<file path="src/hw/rtl/fdmi_pkg.sv">
`timescale 1ns / 1ps
// Package: payload types, constants, CORDIC angle table and sequencer states.
package fdmi_pkg;

    localparam int CordicIterationsDefault = 24;
    localparam int CordicIterationsMax     = 30;

    localparam logic signed [33:0] AngPi     = 34'sd843314857;
    localparam logic signed [33:0] AngHalfPi = 34'sd421657428;
    localparam logic signed [34:0] CordicGain = 35'sd652032874;

    typedef struct packed {
        logic signed [31:0] roll_rate_cmd;
        logic signed [31:0] pitch_rate_cmd;
        logic signed [31:0] heading_rate_cmd;
        logic signed [31:0] accel_forward;
        logic signed [31:0] accel_side;
        logic signed [31:0] accel_down;
        logic        [15:0] time_step;
    } fdmi_in_t;

    typedef struct packed {
        logic signed [31:0] roll_angle;
        logic signed [31:0] pitch_angle;
        logic signed [31:0] heading_angle;
        logic signed [31:0] body_rate_p;
        logic signed [31:0] body_rate_q;
        logic signed [31:0] body_rate_r;
        logic signed [31:0] vel_north;
        logic signed [31:0] vel_east;
        logic signed [31:0] vel_down;
    } fdmi_out_t;

    typedef enum logic [2:0] {
        ST_IDLE,
        ST_INTEG,
        ST_CORD_LOAD,
        ST_CORD_RUN,
        ST_MUL,
        ST_DONE
    } fdmi_state_t;

    function automatic logic signed [31:0] atan_entry(input logic [4:0] idx);
        logic signed [31:0] r;
        unique case (idx)
            5'd0: r = 32'sd210828714;
            5'd1: r = 32'sd124459457;
            5'd2: r = 32'sd65760959;
            5'd3: r = 32'sd33381290;
            5'd4: r = 32'sd16755422;
            5'd5: r = 32'sd8385879;
            5'd6: r = 32'sd4193963;
            5'd7: r = 32'sd2097109;
            5'd8: r = 32'sd1048571;
            5'd9: r = 32'sd524287;
            default:
            begin
                if (idx <= 5'd28)
                    r = 32'sd1 <<< (5'd28 - idx);
                else
                    r = 32'sd0;
            end
        endcase
        return r;
    endfunction

    function automatic logic signed [31:0] sat32(input logic signed [63:0] v);
        logic signed [31:0] r;
        if (v > 64'sd2147483647)
            r = 32'sh7FFFFFFF;
        else if (v < -64'sd2147483648)
            r = 32'sh80000000;
        else
            r = v[31:0];
        return r;
    endfunction

endpackage

</file>
<file path="src/hw/rtl/fdmi_mac.sv">
`timescale 1ns / 1ps
// Shared multiplier with round-half-up shift, registered result.
module fdmi_mac
    import fdmi_pkg::*;
(
    input  logic               clk,
    input  logic signed [34:0] a,
    input  logic signed [34:0] b,
    input  logic [4:0]         shift,
    output logic signed [63:0] prod
);

    logic signed [69:0] full;
    logic signed [69:0] rnd;

    always_comb
    begin
        full = 70'(a) * 70'(b);
        rnd  = (full + (70'sd1 <<< (shift - 5'd1))) >>> shift;
    end

    always_ff @(posedge clk)
    begin
        prod <= rnd[63:0];
    end

endmodule

</file>
<file path="config.mk">
export PLATFORM = sky130hd
export DESIGN_NAME = fdmi_mac
export DESIGN_NICKNAME = d
export VERILOG_FILES = /design/src/hw/rtl/fdmi_pkg.sv /design/src/hw/rtl/fdmi_mac.sv
export SDC_FILE = /design/constraint.sdc
export NUM_CORES = 2
export LEC_CHECK = 0
export BUFFER_PORTS_ARGS = -buffer_cell sky130_fd_sc_hd__buf_2
export CORE_UTILIZATION = 45
export DETAILED_ROUTE_END_ITERATION = 10
export PLACE_DENSITY = 0.68
export SLEW_MARGIN = 15
export SYNTH_ARGS = -nofsm -noshare
export SYNTH_HDL_FRONTEND = slang
export SYNTH_SLANG_ARGS = --single-unit
</file>
<file path="constraint.sdc">
create_clock -name clk -period 22.4 [get_ports clk]
set_clock_uncertainty 0.2 [all_clocks]
set_input_delay 0 -clock clk [delete_from_list [all_inputs] [get_ports clk]]
set_output_delay 0 -clock clk [all_outputs]
set_load 0.005 [all_outputs]
</file>
==> results by group <==
Yosys
  • Avg Inst Size Synth: 9.24 um2
  • Top_reg_cell synth: dfxtp_1
  • Ys async rst share: 0
  • Mux contribution to synthesized area: 0.0426
  • Mapped Cells: about 5,500
  • Cell variety after synth: ~110
  • Number of synthesized flops with an enable pin: 0
  • Register area share after synthesis: 0.0250
  • Synth Area in XOR/XNOR: 0.0119
  • Area share of fa/ha/maj cells after synthesis: 0.578
  • Largest family of logic cells by synthesized area: adder cells
  • Synth Area in Simple Gates: 0.166
  • Compound-cell area share of the yosys netlist: 0.0716
  • Synthesized cell area: ~50,000 um2
  • Ys Warns: 0
  • Mapped Nets: between 7,000 and 8,000
  • Flop and latch count out of synthesis: 64

Routing
  • Vias: about 39,000
  • DR WL/cell: 20.9 um
  • Routed Antenna Nets: 0
  • DR iter-0 viols: 2,546
  • Drt total wl: between 100 and 150 mm
  • Pre-antenna DRT Iters: 7
  • DR DRC count: 0
  • Average vias per placed instance: about 5.6

Floorplanning
  • Core Footprint: around 110,000 um2
  • Top Ports: 140
  • Die W: approximately 340 um
  • # rows: roughly 120
  • Die H: 339 um
  • Initial Util: 0.455
  • Die area: 115,000 um2

Clock network
  • Post-CTS Setup Inserts: 0
  • CTS clk-pin slew, worst paths: around 0.050 ns
  • Hold bufs inserted after CTS: 0
  • CTS Buf Count: 9
  • CTS tree: yes
  • Root Buffer Master: clkbuf_16
  • Post-cts sizing count: 0
  • H-tree depth: 3
  • CTS Sinks: 64
  • CTS Buffer Depth: 2

Setup path
  • CP Max Fanout: between 40 and 50
  • Crit path DAT: between 10 and 15 ns
  • CP peak stage delay: approximately 0.74 ns
  • Worst setup path class: in2reg
  • Most used cell, CP: fa_1
  • CP endpoint kind: flip-flop
  • Startpoint Class: input port
  • Slowest-stage cell, CP: o31ai_1
  • Worst path required time: 22.40 ns

Global route
  • Number of global-route vias before repair: 42,700
  • Initial antenna violation count: 7
  • Tot GR Track Use: 0.255
  • Overflow after GRT: 0
  • First-pass GRT wire length: approximately 230 mm
  • Pin count of the biggest net entering global routing: 75

Timing
  • Slew Limit Fails: 0
  • Final Setup Violations: 0
  • Period Utilization, post-route: 0.482
  • Hold WS: about 0.066 ns
  • Slew @ Worst Pin: between 1 and 1.5 ns
  • Max_slew headroom: 0.145
  • Fmax: approximately 93 MHz
  • Tmin final: ~11 ns
  • RSZ-0062 raised after global routing: no
  • Final Hold Viols: 0
  • Setup_tns: 0 ns

Layout
  • Final Util: 0.470
  • Register name with the most flops: prod
  • Top Registers: prod x64
  • Net count, final: roughly 7,000
  • Most frequent cells in the layout: 1,341 x fa_1, 1,021 x inv_1, 809 x nand2_1
  • Area growth from synthesis to layout: 3.35%
  • Max reg flops: 64
  • Fin cells: a little under 7,000
  • Commonest non-fill, non-tap cell in the layout: fa_1
  • Layout cells sized above 1: 0.0604

Min path
  • Cells on Worst Hold Path: 2
  • Hold Crit Class: in2reg
  • Hold Path Origin: shift[4]
  • Hold path endpoint: prod[23]

Flow run
  • MaxCap Viol Count: 0

Place
  • IO Port Bufs: 139
  • Post-DP HPWL: 120 mm
  • Inst Count DP: about 7,000
  • Global placement routability congestion: between 0.9 and 1

Run status
  • Outcome: completed
==> cell usage after synthesis, types with 8 or more instances <==
library cell | instances | area share
fa_1 | 1341 | 0.52
inv_1 | 1024 | 0.075
nand2_1 | 809 | 0.059
and2_1 | 556 | 0.068
clkbuf_1 | 311 | 0.023
ha_1 | 221 | 0.054
nor2_1 | 139 | 0.010
a21oi_1 | 135 | 0.013
mux2i_1 | 119 | 0.023
o21ai_0 | 102 | 0.010
dfxtp_1 | 64 | 0.025
nor3_1 | 50 | 0.0049
xnor2_1 | 48 | 0.0082
nand3_1 | 41 | 0.0040
mux2_2 | 38 | 0.0084
nand2b_1 | 38 | 0.0046
nand4_1 | 38 | 0.0046
a211oi_1 | 33 | 0.0048
o211ai_1 | 31 | 0.0045
mux4_2 | 25 | 0.011
a21o_1 | 19 | 0.0028
buf_1 | 19 | 0.0014
buf_2 | 18 | 0.0018
xor2_1 | 18 | 0.0031
o21a_1 | 17 | 0.0025
o31ai_1 | 17 | 0.0025
nor4_1 | 16 | 0.0020
a22oi_1 | 12 | 0.0018
and3_1 | 12 | 0.0015
a211o_1 | 10 | 0.0017
o221ai_1 | 9 | 0.0015
a221oi_1 | 8 | 0.0014
a31oi_1 | 8 | 0.00098
nor2b_1 | 8 | 0.00098
or2_2 | 8 | 0.00098
or3_1 | 8 | 0.00098
==> layer usage <==
layer  track usage  vias up  routed length [um]
li1              -    16500                   -
met1         0.333    20500               58700
met2         0.458     1283               74400
met3        0.0204      271                6900
met4        0.0615        6                3730
met5             0        -                  43
==> final cells by class <==
cell class,count,area [um2]
sequential,64,1280
inverter,1025,3850
timing repair buffer,189,1070
fill,10700,59700
clock inverter,5,56.3
antenna,2,5.00
clock buffer,11,243
multi-input combinational,4086,44600
tap,1500,1880
==> per-stage QoR <==
stage	worst slack, ns	cell area, um2
floorplan	13.22	51200
global placement	11.50	52700
detailed placement	11.45	52700
CTS	11.76	53000
global route	11.20	53000
finish	11.60	53000
==> worst max-delay path: cells and delay by family <==
kind | cells | cell delay (ns)
AOI/OAI and AO/OA | 7 | 2.59
muxes | 2 | 0.90
adders and majority gates | 9 | 4.73
buffers and inverters | 6 | 1.11
and+or+nand+nor | 5 | 1.42
==> how the worst max path moves through the flow <==
stage,from,end,slack (ns)
6_report,shift[2],prod[32],11.60
5_1_grt,b[2],prod[42],11.20
4_1_cts,shift[2],prod[32],11.76
3_5_place_dp,shift[2],prod[32],11.45
3_3_place_gp,shift[2],prod[32],11.50
2_1_floorplan,a[34],prod[32],13.22
==> cells by family after synthesis <==
logic type	Yosys count
simple gates	1748
fa+ha+maj	1562
buf+inv	1393
compound gates	526
mux	182
xor+xnor	68
flops	64
Power is left out: the tool's default activity adds up to more than one toggle a clock period on the data nets, which glitch-free logic cannot reach.
