**config.mk**
```make
export PLATFORM = sky130hd
export DESIGN_NAME = fdmi_cordic
export DESIGN_NICKNAME = d
export VERILOG_FILES = /design/src/hw/rtl/fdmi_pkg.sv /design/src/hw/rtl/fdmi_cordic.sv
export SDC_FILE = /design/constraint.sdc
export NUM_CORES = 1
export LEC_CHECK = 0
export BUFFER_PORTS_ARGS = -buffer_cell sky130_fd_sc_hd__buf_2
export CAP_MARGIN = 40
export CORE_MARGIN = 2
export CORE_UTILIZATION = 40
export DETAILED_ROUTE_END_ITERATION = 10
export HOLD_SLACK_MARGIN = 0.02
export SYNTH_ARGS = -nofsm -noshare
export SYNTH_HDL_FRONTEND = slang
export SYNTH_SLANG_ARGS = --single-unit
```
**constraint.sdc**
```tcl
create_clock -name clk -period 16.9 [get_ports clk]
set_input_delay 1.69 -clock clk [delete_from_list [all_inputs] [get_ports clk]]
set_output_delay 1.69 -clock clk [all_outputs]
set_load 0.05 [all_outputs]
```
**src/hw/rtl/fdmi_pkg.sv**
```systemverilog
`timescale 1ns / 1ps
// Package: payload types, constants, CORDIC angle table and sequencer states.
package fdmi_pkg;

    localparam int CordicIterationsDefault = 24;
    localparam int CordicIterationsMax     = 30;

    localparam logic signed [33:0] AngPi     = 34'sd843314857;
    localparam logic signed [33:0] AngHalfPi = 34'sd421657428;
    localparam logic signed [34:0] CordicGain = 35'sd652032874;

    typedef struct packed {
        logic signed [31:0] roll_rate_cmd;
        logic signed [31:0] pitch_rate_cmd;
        logic signed [31:0] heading_rate_cmd;
        logic signed [31:0] accel_forward;
        logic signed [31:0] accel_side;
        logic signed [31:0] accel_down;
        logic        [15:0] time_step;
    } fdmi_in_t;

    typedef struct packed {
        logic signed [31:0] roll_angle;
        logic signed [31:0] pitch_angle;
        logic signed [31:0] heading_angle;
        logic signed [31:0] body_rate_p;
        logic signed [31:0] body_rate_q;
        logic signed [31:0] body_rate_r;
        logic signed [31:0] vel_north;
        logic signed [31:0] vel_east;
        logic signed [31:0] vel_down;
    } fdmi_out_t;

    typedef enum logic [2:0] {
        ST_IDLE,
        ST_INTEG,
        ST_CORD_LOAD,
        ST_CORD_RUN,
        ST_MUL,
        ST_DONE
    } fdmi_state_t;

    function automatic logic signed [31:0] atan_entry(input logic [4:0] idx);
        logic signed [31:0] r;
        unique case (idx)
            5'd0: r = 32'sd210828714;
            5'd1: r = 32'sd124459457;
            5'd2: r = 32'sd65760959;
            5'd3: r = 32'sd33381290;
            5'd4: r = 32'sd16755422;
            5'd5: r = 32'sd8385879;
            5'd6: r = 32'sd4193963;
            5'd7: r = 32'sd2097109;
            5'd8: r = 32'sd1048571;
            5'd9: r = 32'sd524287;
            default:
            begin
                if (idx <= 5'd28)
                    r = 32'sd1 <<< (5'd28 - idx);
                else
                    r = 32'sd0;
            end
        endcase
        return r;
    endfunction

    function automatic logic signed [31:0] sat32(input logic signed [63:0] v);
        logic signed [31:0] r;
        if (v > 64'sd2147483647)
            r = 32'sh7FFFFFFF;
        else if (v < -64'sd2147483648)
            r = 32'sh80000000;
        else
            r = v[31:0];
        return r;
    endfunction

endpackage

```
**src/hw/rtl/fdmi_cordic.sv**
```systemverilog
`timescale 1ns / 1ps
// Rotation-mode CORDIC, one micro-rotation per cycle, returns Q5.30 sine and cosine.
module fdmi_cordic
    import fdmi_pkg::*;
#(
    parameter int CORDIC_ITERATIONS = CordicIterationsDefault
)
(
    input  logic               clk,
    input  logic               rst_n,
    input  logic               start,
    input  logic signed [31:0] angle,
    output logic               done,
    output logic signed [34:0] sin_val,
    output logic signed [34:0] cos_val
);

    logic signed [34:0] x_reg, x_next, y_reg, y_next;
    logic signed [33:0] z_reg, z_next;
    logic               neg_reg, neg_next;
    logic [4:0]         it_reg, it_next;
    logic               busy_reg, busy_next;
    logic               done_reg, done_next;
    logic signed [33:0] a_ext;
    logic signed [34:0] xs, ys;

    always_comb
    begin
        a_ext     = 34'(angle);
        x_next    = x_reg;
        y_next    = y_reg;
        z_next    = z_reg;
        neg_next  = neg_reg;
        it_next   = it_reg;
        busy_next = busy_reg;
        done_next = 1'b0;
        xs        = x_reg >>> it_reg;
        ys        = y_reg >>> it_reg;
        if (start)
        begin
            x_next    = CordicGain;
            y_next    = '0;
            it_next   = '0;
            busy_next = 1'b1;
            neg_next  = 1'b0;
            z_next    = a_ext;
            // fold into the right half plane
            if (a_ext > AngHalfPi)
            begin
                z_next   = a_ext - AngPi;
                neg_next = 1'b1;
            end
            else if (a_ext < -AngHalfPi)
            begin
                z_next   = a_ext + AngPi;
                neg_next = 1'b1;
            end
        end
        else if (busy_reg)
        begin
            if (!z_reg[33])
            begin
                x_next = x_reg - ys;
                y_next = y_reg + xs;
                z_next = z_reg - 34'(atan_entry(it_reg));
            end
            else
            begin
                x_next = x_reg + ys;
                y_next = y_reg - xs;
                z_next = z_reg + 34'(atan_entry(it_reg));
            end
            it_next = it_reg + 5'd1;
            // flag done once the last rotation has landed in x/y
            if (it_reg == 5'(CORDIC_ITERATIONS - 1))
            begin
                busy_next = 1'b0;
                done_next = 1'b1;
            end
        end
    end

    assign done    = done_reg;
    assign sin_val = neg_reg ? -y_reg : y_reg;
    assign cos_val = neg_reg ? -x_reg : x_reg;

    always_ff @(posedge clk or negedge rst_n)
    begin
        if (!rst_n)
        begin
            busy_reg <= 1'b0;
            done_reg <= 1'b0;
            it_reg   <= '0;
        end
        else
        begin
            busy_reg <= busy_next;
            done_reg <= done_next;
            it_reg   <= it_next;
        end
    end

    always_ff @(posedge clk)
    begin
        x_reg   <= x_next;
        y_reg   <= y_next;
        z_reg   <= z_next;
        neg_reg <= neg_next;
    end

endmodule

```
==> results_dict.tcl <==
set metrics [dict create \
    status "complete, no violations" \
    tns_ns 0 \
    initial_core_util_pct 40.2 \
    layout-drive-gt1-share_pct 13.3 \
    rr_worst_depth 25 \
    design_area_sq_um 21400 \
    muxShareOfSynthArea_pct 17.3 \
    rsz0062_at_grt "no" \
    synthXorXnorAreaFrac_pct 12.0 \
    ctsResizeCount 0 \
    synth_top_family_by_area "compound AO/OA/AOI/OAI gates" \
    cp_num_cells 25 \
    synthFlopType "dfxtp_1" \
    insertedDiodeCount 0 \
    max_freq_ghz 0.130 \
    reg2reg_slack_ns 9.23 \
    dp_hpwl_microns 54600 \
    synth-compound-area-share_pct 25.7 \
    die_x_microns 230 \
    multiInputGateArea_sq_um 16600 \
    hold_path_class "register to register" \
    ys_warn_count 0 \
    fillers 5231 \
    synthesis.instances 2597 \
    synth_edf_count 35 \
    worst-setup-path-type "register to register" \
    drtIter0Drc 1821 \
    routed_wl_microns 72400 \
    start_kind "register" \
    drtPass1Iterations 6 \
    vias 20100 \
    hold_violations 0 \
    synth_adder_area_share_pct 7.24 \
    reg2reg_to "y_reg[33]" \
    place_congestion 1.00 \
    cts-root-buf "clkbuf_16" \
    viasPerCell 6.24 \
    power.density_nw_per_um2 255 \
    setup_violations 0 \
    dpl_cell_area_sq_um 21100 \
    synthArstFlopShare_pct 6.25 \
    max_stage_delay_ns 0.84 \
    required_ns 17.19 \
    drv_slew 0 \
    whs_ns 0.590 \
    clockBufferDepth 2 \
    period_share_pct 45.4 \
    synthToLayoutAreaGrowth_pct 4.15 \
    overflow 0 \
    path_clk_slew_ns 0.08 \
    seqCellArea_sq_um 2640 \
    cts-hold-fix-buffers 0 \
    antenna_found_initial 0 \
    r2r_start "it_reg[0]" \
    final_nets 2683 \
    yosys.area_share.simple_pct 18.5 \
    p_leak_nw 8.75 \
    clk_latency_ns 0.41 \
    die_area_sq_um 53100 \
    ys_types 108 \
    end_kind "register" \
    cp_top_family "multiplexers" \
    critPathCapture "y_reg[33]" \
    netlist_area_sq_um 20500 \
    io_buffer_count 105 \
    die_h_microns 230 \
    num_rows 83 \
    min_period_ns 7.67 \
    synth-seq-cells 112 \
    ctsHtreeMaxLevel 3 \
    postCtsSetupRepairBufs 0 \
    final.setup_skew_ns 0.0141 \
    wire_per_inst_microns 22.5 \
    slew_headroom_pct 24.7 \
    drc 0 \
    peakVddDrop_v 0.000106 \
    avgSynthCellArea_sq_um 7.90 \
    ant_nets 0 \
    cp-startpoint "it_reg[0]" \
    tightest_slew_ns 1.13 \
    grt_start_max_net_pins 71 \
    first_global_vias 19200 \
    synthesis.nets 2749 \
    cap_violations 0 \
    core_sq_um 51000 \
    timing.critical_path.buf_inv 3 \
    clock-sinks 112 \
    grt_pass1_wl_microns 112000 \
    yosysSeqAreaShare_pct 12.8 \
    path_max_fanout 54 \
    pin_count 106 \
    cts_buffers 9 \
    critical_path.slowest_cell "dfrtp_4" \
    arrival_ns 7.96 \
    cts_tree "yes" \
    grtUsageTotal_pct 26.8 \
]
final cells by class:
cell class / count / area share (%)
repair buffers: 138 / 3.62
flip-flops and latches: 112 / 12.4
multi-input cells: 2209 / 77.6
clock inverters: 4 / 0.211
well taps: 680 / 3.98
inverters: 61 / 1.07
clock buffers: 12 / 1.15
Yosys cell counts, drive strengths merged (13+ instances only):
cell type / number / area share (%)
clkbuf: 134 / 2.5
or3: 22 / 0.67
o21a: 21 / 0.77
nor3: 36 / 0.88
nor4: 13 / 0.40
and3: 20 / 0.61
nand4: 18 / 0.55
a221oi: 21 / 0.93
nor2b: 24 / 0.73
nor2: 231 / 4.2
a22o: 18 / 0.77
edfxtp: 35 / 5.1
nand2b: 35 / 1.1
a211oi: 34 / 1.2
buf: 81 / 2.8
nand2: 215 / 3.9
o21ai: 153 / 3.7
mux2i: 121 / 6.0
o211ai: 18 / 0.66
and2: 32 / 0.98
or2: 28 / 0.85
o21bai: 17 / 0.62
xnor2: 195 / 8.3
nand3: 41 / 1.0
inv: 59 / 1.1
mux2: 38 / 2.1
mux4: 83 / 9.2
a21o: 59 / 2.2
o31ai: 25 / 0.91
ha: 114 / 7.0
o22ai: 19 / 0.58
or4: 16 / 0.59
dfxtp: 70 / 6.8
o41ai: 14 / 0.69
xor2: 86 / 3.7
a22oi: 13 / 0.48
a31oi: 47 / 1.5
a21oi: 221 / 5.4
metal layers:
metal / vias up / track usage [%] / wire length, microns
met5: - / 0 / 0
met4: 0 / 11.5 / 3040
met3: 141 / 3.32 / 3730
met2: 694 / 46.0 / 35100
met1: 9719 / 33.7 / 30600
li1: 9520 / - / -
how the worst min path moves through the flow:
stage / depth (start not counted) / endpoint / from / slack [ns]
6_report: 2 / y_reg[3] / y_reg[3] / 0.59
4_1_cts: 2 / y_reg[3] / y_reg[3] / 0.59
2_1_floorplan: 2 / y_reg[0] / y_reg[0] / 0.51
3_5_place_dp: 2 / y_reg[3] / y_reg[3] / 0.57
3_3_place_gp: 2 / y_reg[3] / y_reg[3] / 0.56
5_1_grt: 2 / y_reg[3] / y_reg[3] / 0.63
cell families after synthesis:
logic type      after synthesis
compound gates              794
simple gates                775
xor+xnor                    281
buf+inv                     276
mux                         242
fa+ha+maj                   117
flops                       112
placed cells by master (no fill, tap or decap), drive strengths merged, types with 19 or more instances in the layout:
master  count
nand2     215
mux2       38
mux4       83
nand3      41
inv        59
a211oi     34
a31oi      47
buf       138
xnor2     195
a21o       59
dfxtp      70
nor3       36
or2        28
a21oi     221
nor2      231
nand2b     35
and3       20
o21ai     153
xor2       86
ha        114
a221oi     21
o21a       21
o22ai      19
and2       32
nor2b      24
edfxtp     35
or3        22
o31ai      25
mux2i     121
worst register-to-register path: cells and delay by family (launching register included):
family                     cells  cell delay (ns)
muxes                          5             1.83
and+or+nand+nor                8             1.59
AOI/OAI and AO/OA              6             1.55
buffers and inverters          3             0.98
DFF                            1             0.84
adders and majority gates      2             0.58
xor gates and xnor gates       1             0.17
through the flow:
step | setup WS (ns) | cells | util [%] | power [mW]
after CTS | 9.27 | 3216 | 41.9 | 5.42
after floorplan | 10.63 | 2597 | - | 4.21
after global placement | 9.41 | 3199 | 41.3 | 5.09
after detailed placement | 9.30 | 3200 | 41.3 | 5.15
after global routing | 8.66 | 3216 | 41.9 | 5.96
final | 9.23 | 3216 | 41.9 | 5.45
report_power, final:
part           total, mW  internal (mW)  switching, mW  leakage [nW]
registers          0.702          0.433          0.269          1.03
clock network      0.231          0.118          0.113         0.146
logic               4.51           1.89           2.63          7.57
Note: power is estimated with default switching activity, not from simulation.
